**src/rtl/core/usm_pkg.sv**
```systemverilog
// usm_pkg: constants, codes and types shared by the unsharp mask core.
// No dependencies; imported by usm_sharpen and unsharp_mask_3x3.
`default_nettype none

package usm_pkg;

   localparam int MAX_WIDTH  = 4096;
   localparam int MAX_HEIGHT = 4096;
   localparam int ADDR_W     = $clog2(MAX_WIDTH);
   localparam int SIZE_W     = 13;
   localparam int AMOUNT_W   = 10;
   localparam int THRESH_W   = 8;
   localparam int FIFO_DEPTH = 8;
   localparam int FIFO_AW    = $clog2(FIFO_DEPTH);

   localparam logic [SIZE_W-1:0]   SIZE_RESET   = SIZE_W'(256);
   localparam logic [AMOUNT_W-1:0] AMOUNT_RESET = AMOUNT_W'(128);
   localparam logic [THRESH_W-1:0] THRESH_RESET = THRESH_W'(1);

   localparam logic CMD_DRAIN = 1'b1;

   typedef enum logic [1:0] {
      CSR_WIDTH  = 2'd0,
      CSR_HEIGHT = 2'd1,
      CSR_AMOUNT = 2'd2,
      CSR_THRESH = 2'd3
   } csr_index_type;

   typedef logic [31:0] pixel_type;

   // column_type[row], window_type[column]; column 0 oldest, row 0 top
   typedef pixel_type [2:0] column_type;
   typedef column_type [2:0] window_type;

   // nbhd_type[row][column], centre at [1][1]
   typedef pixel_type [2:0] nrow_type;
   typedef nrow_type [2:0] nbhd_type;

   typedef struct packed {
      logic frame_end;
   } tag_type;

   typedef struct packed {
      tag_type   tag;
      pixel_type pixel;
   } rsp_word_type;

   typedef struct packed {
      logic              live;
      logic              emit;
      logic              post;
      logic [1:0]        left_sel;
      logic [1:0]        ctr_sel;
      logic              top_rep;
      logic              bot_rep;
      logic              frame_end;
      logic              phantom;
      logic [ADDR_W-1:0] addr;
      pixel_type         px;
   } feed_type;

endpackage

`default_nettype wire

```
**src/rtl/core/usm_sharpen.sv**
```systemverilog
// usm_sharpen: two-stage per-channel blur, threshold and gain on a 3x3 neighbourhood.
// Depends on usm_pkg.
`default_nettype none

module usm_sharpen
   import usm_pkg::*;
(
   input  logic                clock,
   input  logic                reset,
   input  logic                in_valid,
   input  nbhd_type            in_nbhd,
   input  tag_type             in_tag,
   input  logic [AMOUNT_W-1:0] amount_q8,
   input  logic [THRESH_W-1:0] detail_threshold,
   output logic                out_valid,
   output pixel_type           out_pixel,
   output tag_type             out_tag
);

   logic [11:0]        sum_w  [3];
   logic signed [8:0]  diff_w [3];
   logic [8:0]         mag_w  [3];

   logic               a_valid_ff;
   logic [7:0]         a_alpha_ff;
   logic [7:0]         a_src_ff  [3];
   logic signed [8:0]  a_diff_ff [3];
   tag_type            a_tag_ff;

   logic signed [19:0] prod_w [3];
   logic signed [20:0] t_w    [3];
   pixel_type          pixel_in;

   logic               out_valid_ff;
   pixel_type          out_pixel_ff;
   tag_type            out_tag_ff;

   // 1-2-1 x 1-2-1 sum, difference from centre, small details cored out
   always_comb begin
      for (int ch = 0; ch < 3; ch++) begin
         sum_w[ch] = 12'(in_nbhd[0][0][ch*8 +: 8])
                   + 12'({in_nbhd[0][1][ch*8 +: 8], 1'b0})
                   + 12'(in_nbhd[0][2][ch*8 +: 8])
                   + 12'({in_nbhd[1][0][ch*8 +: 8], 1'b0})
                   + 12'({in_nbhd[1][1][ch*8 +: 8], 2'b00})
                   + 12'({in_nbhd[1][2][ch*8 +: 8], 1'b0})
                   + 12'(in_nbhd[2][0][ch*8 +: 8])
                   + 12'({in_nbhd[2][1][ch*8 +: 8], 1'b0})
                   + 12'(in_nbhd[2][2][ch*8 +: 8]);
         diff_w[ch] = $signed({1'b0, in_nbhd[1][1][ch*8 +: 8]})
                    - $signed({1'b0, sum_w[ch][11:4]});
         mag_w[ch]  = diff_w[ch][8] ? 9'(-diff_w[ch]) : 9'(diff_w[ch]);
         if (mag_w[ch] < {1'b0, detail_threshold}) begin
            diff_w[ch] = '0;
         end
      end
   end

   always_ff @(posedge clock) begin
      if (reset) begin
         a_valid_ff <= 1'b0;
      end else begin
         a_valid_ff <= in_valid;
      end
   end

   always_ff @(posedge clock) begin
      a_alpha_ff <= in_nbhd[1][1][31:24];
      a_tag_ff   <= in_tag;
      for (int ch = 0; ch < 3; ch++) begin
         a_src_ff[ch]  <= in_nbhd[1][1][ch*8 +: 8];
         a_diff_ff[ch] <= diff_w[ch];
      end
   end

   // src*256 + gain*diff, negative clips to zero, above 255 saturates
   always_comb begin
      pixel_in = {a_alpha_ff, 24'h0};
      for (int ch = 0; ch < 3; ch++) begin
         prod_w[ch] = $signed({1'b0, amount_q8}) * a_diff_ff[ch];
         t_w[ch]    = 21'(prod_w[ch]) + $signed({5'b0, a_src_ff[ch], 8'h00});
         if (t_w[ch][20]) begin
            pixel_in[ch*8 +: 8] = 8'h00;
         end else if (t_w[ch][19:16] != 4'h0) begin
            pixel_in[ch*8 +: 8] = 8'hFF;
         end else begin
            pixel_in[ch*8 +: 8] = t_w[ch][15:8];
         end
      end
   end

   always_ff @(posedge clock) begin
      if (reset) begin
         out_valid_ff <= 1'b0;
      end else begin
         out_valid_ff <= a_valid_ff;
      end
   end

   always_ff @(posedge clock) begin
      out_pixel_ff <= pixel_in;
      out_tag_ff   <= a_tag_ff;
   end

   assign out_valid = out_valid_ff;
   assign out_pixel = out_pixel_ff;
   assign out_tag   = out_tag_ff;

endmodule

`default_nettype wire
```
**config.mk**
```make
export PLATFORM = sky130hd
export DESIGN_NAME = usm_sharpen
export DESIGN_NICKNAME = d
export VERILOG_FILES = /design/src/rtl/core/usm_pkg.sv /design/src/rtl/core/usm_sharpen.sv
export SDC_FILE = /design/constraint.sdc
export NUM_CORES = 1
export LEC_CHECK = 0
export CORE_MARGIN = 2
export CORE_UTILIZATION = 45
export CTS_CLUSTER_SIZE = 24
export DETAILED_ROUTE_END_ITERATION = 8
export DONT_BUFFER_PORTS = 1
export PLACE_DENSITY_LB_ADDON = 0.25
export SLEW_MARGIN = 20
export SYNTH_ARGS = -nofsm -noshare
export SYNTH_HDL_FRONTEND = slang
export SYNTH_SLANG_ARGS = --single-unit
```
**constraint.sdc**
```tcl
create_clock -name clock -period 6.96 [get_ports clock]
set_clock_uncertainty 0.15 [all_clocks]
set_input_delay 0.696 -clock clock [delete_from_list [all_inputs] [get_ports clock]]
set_output_delay 0.696 -clock clock [all_outputs]
set_load 0.01 [all_outputs]
```
Word level (Yosys, flattened, before mapping)
Memory sizes are Yosys's and may differ from the RTL's.
Cells that the tools add are included.
Cells by class
  div/mod/pow operators: 0
  mux-type cells: 9
  reduce and logical (&&, ||, !) cells: 3
  bitwise logic cells: 0
  shift-type cells: 0
  $mul: 3
  add/subtract/negate cells: 33
  magnitude comparators: 3
  eq/ne operators: 0
Operator list (count)
  12-bit by 8-bit adder with 12-bit output: 6
  12-bit by 9-bit adder with 12-bit output: 6
  20-bit by 17-bit adder with 21-bit output: 3
  11-bit by 9-bit multiplier with 20-bit output: 3
  9-bit 2-to-1 mux: 6
  11-bit by 9-bit adder with 12-bit output: 3
  12-bit by 10-bit adder with 12-bit output: 3
  10-bit by 8-bit adder with 11-bit output: 3
  8-bit by 9-bit adder with 10-bit output: 3
  9-bit by 8-bit less-than comparator with 1-bit output: 3
  9-bit negation: 3
  8-bit by 8-bit subtractor with 9-bit output: 3
  8-bit 2-to-1 mux: 3
  4-bit nonzero test: 3
Word-level totals
  memories kept: 2
  memory bits (read-only): 0
  register bits after elaboration: 44
  RAM bits: 51
  input port bits: 310
  word-level logic and storage cells: 62
  latch bits: 0
  output and inout port bits: 34
Memory list
  a_diff_ff: depth 3, width 9, rd ports 3, clocked after memory_dff 0, write ports 3, line usm_sharpen.sv:27  | logic signed [8:0] a_diff_ff [3];
  a_src_ff: depth 3, width 8, rd ports 3, clocked after memory_dff 0, write ports 3, line usm_sharpen.sv:26  | logic [7:0] a_src_ff [3];

Depth between registers and ports, before layout
  depth in word-level cells: 13
  depth in mapped cells: 32
  gate-level depth less buffers: 32

Worst setup path after synthesis
Ideal clock, no wire load.
  kind: input to register
  start: input port in_nbhd[20] (netlist name)
  end: memory a_diff_ff[2][0], in the netlist a_diff_ff[0][18]
  buffers on the path: 0
  arrival: 6968 ps
  setup slack: -300 ps
  setup time: 142 ps
  stages: 31
  required time: 6668 ps
  path through: inv_1 -> fa_1 -> inv_1 -> fa_1 -> fa_1 -> inv_1 -> fa_1 -> inv_1 -> ha_1 -> inv_1 -> o41ai_1 -> a21oi_1 -> xnor2_1 -> ha_1 -> nor2b_1 -> o21ai_0 -> a21boi_1 -> o21ai_0 -> a21boi_0 -> o21ai_1 -> nand2_1 -> mux2i_1 -> ha_1 -> a21boi_0 -> o21a_1 -> o21a_1 -> o21a_1 -> o21a_1 -> o21ai_0 -> o2bb2ai_1 -> a21oi_1
RTL lines
  from (decl): line usm_sharpen.sv:11  | input nbhd_type in_nbhd,
  to (decl): line usm_sharpen.sv:27

==> results.md <==
* Die area at 42300 µm²
* Seq. cell area at 1900 µm²
* Final hold vios at 0
* Initial core utilization at 45.8%
* Post-route DRC at 0
* Status: completed
* Synth area leader: fa_1
* Worst reg-to-reg setup slack at 1.06 ns
* Slew @ Worst Pin at 0.639 ns
* Minimum clock period at 6.70 ns
* Slowest stage delay, CP at 0.54 ns
* Ys async rst share at 0%
* Setup violators final at 0
* Worst hold path type: primary input to flop
* CP endpoint kind: flop
* First-pass GRT wire length at 64300 µm
* Post-synth top area share at 38.4%
* CTS buffer count at 9
* Initial antenna violation count at 0
* Post-synth cell types at 67
* # port buffers at 0
* H-tree Lvls at 3
* Layout fillers at 3758
* Worst R2R Start: a_diff_ff[0][0]$_SDFF_PN0_
* Post-synth EDFFs at 0
* Core Rows at 73
* Largest net degree at the start of global routing at 28
* Final ANT Viol Nets at 0
* HPWL Detailed at 32100 µm
* Via/cell ratio at 4.98
* Area of the multi-input gates at 14500 µm²
* Antenna cells at 0
* CTS Root Cell: clkbuf_16
* Clk_lat worst skew at 0.38 ns
* Ports at 344
* Total congestion overflow at 0
* Setup CP Type: primary input to flop
* WP data arrival at 6.79 ns
* Worst-path fanout max at 7
* Synthesis-to-finish area growth at 7.33%
* Die Y-Extent at 206 µm
* R2r endpoint: out_pixel[3]$_SDFF_PP0_
* CP required at 7.05 ns
* Clock transition at path regs at 0.08 ns
* Max_cap viols at 0
* Register bit count reported by yosys at 95
* Finished Core Util at 49.2%
* Starting DRT DRC Count at 491
* DR WL met2 at 18000 µm
* Sink Count at 95
* Fin. max-slew vios at 0
* Routed length on met1 at 17200 µm
* GRT Total Usage at 19.0%
* Routability Congestion at 0.817
* Syn_nets at 2865
* Critical Path Sink: a_diff_ff[0][20]$_SDFF_PN0_
* Slowest-stage cell, CP: fa_1
* Via count at 12500
* Longest Clk Path Bufs at 2
* Main synth FF type: dfxtp_1
* Worst Hold Margin at 0.176 ns
* Top Layer Used: met4
* Cell Area, Synth at 18300 µm²
* Die width at 206 µm
* Met3 WL post-DR at 1530 µm
* Syn. warnings at 0
* Final WL at 37300 µm
* Top cells by area, synth: fa_1, ha_1, inv_1, dfxtp_1, nand2_1
* Vias in the first global route at 13600
* Cells on worst reg2reg path at 18
* Crit path top cell by count: inv_1
* Final net count at 2884
* # hold bufs at CTS at 0
* Unrepaired setup endpoints after global routing: true
* Max-slew headroom at 57.1%
* Max Fclk at 149 MHz
* Register area share after synthesis at 10.4%
* CTS tree: done
* DR WL/cell at 14.8 µm
* Startpoint types: primary input
* Syn_area_per_cell at 9.31 µm²
* Core Area at 39900 µm²
* Crit. Startpoint: in_nbhd[20]
* Cell count after synthesis at 1964
* First-pass DRT Iterations at 5
* Layout cells sized above 1 at 5.48%
* Fin crit share at 96.3%
==> metal layers <==
layer	GRT usage, %	vias up
met5	0	-
met4	3.83	0
met3	3.01	29
met2	32.2	216
met1	25.9	6260
li1	-	6016
==> registers in the layout, summed over array words and instances, names as in the netlist <==
name and flops:
a_diff_ff 27, out_valid 1, a_valid_ff 1, a_tag_ff 1, out_tag 1, a_alpha_ff 8, out_pixel 32, a_src_ff 24
==> logic make-up after synthesis <==
family                     synth area share, %
DFF                                       10.4
xor gates and xnor gates                  3.30
adders and majority gates                 54.8
AOI/OAI and AO/OA                         8.03
muxes                                    0.219
buffers and inverters                     11.4
and+or+nand+nor                           11.8
==> what timing repair did <==
action                                  in CTS  in global routing
gates resized for setup                      0                 34
setup buffers                                0                  1
endpoints found under the setup margin       0                 27
==> cell usage in the layout (no fill, tap or decap), types with 7 or more instances in the layout <==
cell       synthesis  layout
a21oi_2            1      13
o21ai_1           10      12
nand2b_1          29      29
a21oi_1           80      68
nor2b_1           15      15
o21a_1            27      27
dfxtp_1           95      95
xor2_1            18      18
or3_1              8       8
nand3_1           15      15
nand2_1          176     175
o21bai_1          18      17
clkbuf_16          0       9
o21ai_0           21      15
a21boi_1           8       7
ha_1             240     240
a21o_1            14      14
xnor2_1           49      49
nor2_1            41      40
and2_1            86      86
inv_1            511     511
nor3_1            26      25
buf_4              1      47
fa_1             351     350
==> how the worst min path moves through the flow <==
stage	from	endpoint	slack [ns]	cells past startpoint
floorplan	a_alpha_ff[0]$_DFF_P_	out_pixel[24]$_DFF_P_	0.16	0
global placement	a_alpha_ff[2]$_DFF_P_	out_pixel[26]$_DFF_P_	0.16	0
detailed placement	a_alpha_ff[6]$_DFF_P_	out_pixel[30]$_DFF_P_	0.16	0
CTS	in_nbhd[158]	a_alpha_ff[6]$_DFF_P_	0.15	0
global route	in_tag	a_tag_ff$_DFF_P_	0.16	0
finish	in_nbhd[146]	a_src_ff[0][18]$_DFF_P_	0.18	0
==> final cells by class <==
type | instances | share of cell area [%]
multi-input cells | 1319 | 73.9
inverters | 511 | 9.77
flip-flops and latches | 95 | 9.69
well taps | 525 | 3.35
repair buffers | 47 | 1.80
clock buffers | 9 | 1.15
clock inverters | 7 | 0.331
==> synthesized netlist by cell type (4+ instances only) <==
cell type,number
o21ai_1,10
or2_2,5
ha_1,240
clkbuf_1,32
o21bai_1,18
o21a_1,27
fa_1,351
nand2b_1,29
or3_1,8
nor3b_1,6
buf_2,4
dfxtp_1,95
xnor2_1,49
mux2i_1,4
a21boi_1,8
o211ai_1,6
xor2_1,18
a21o_1,14
nand3_1,15
nor2_1,41
and2_1,86
inv_1,511
nor3_1,26
a21boi_0,7
a21oi_1,80
nor2b_1,15
nand2_1,176
o21ai_0,21
==> worst max-delay path: cells and delay by family <==
family	cells	cell delay (ns)
buffers and inverters	6	0.43
and+or+nand+nor	2	0.23
xor gates and xnor gates	2	0.30
adders and majority gates	7	2.87
AOI/OAI and AO/OA	14	2.28
==> metrics by stage <==
| stage | std cells | TNS (ns) | setup slack (ns) | area (µm²) |
|---|---|---|---|---|
| 2_1_floorplan | 1964 | 0 | 0.0116 | 18300 |
| 3_3_place_gp | 2494 | -3.24 | -0.216 | 19100 |
| 3_5_place_dp | 2494 | -6.32 | -0.371 | 19100 |
| 4_1_cts | 2510 | 0 | 0.0106 | 19400 |
| 5_1_grt | 2513 | -0.0273 | -0.00863 | 19600 |
| 6_report | 2513 | 0 | 0.260 | 19600 |
Power is left out: the tool's default activity adds up to more than one toggle a clock period on the data nets, which glitch-free logic cannot reach.
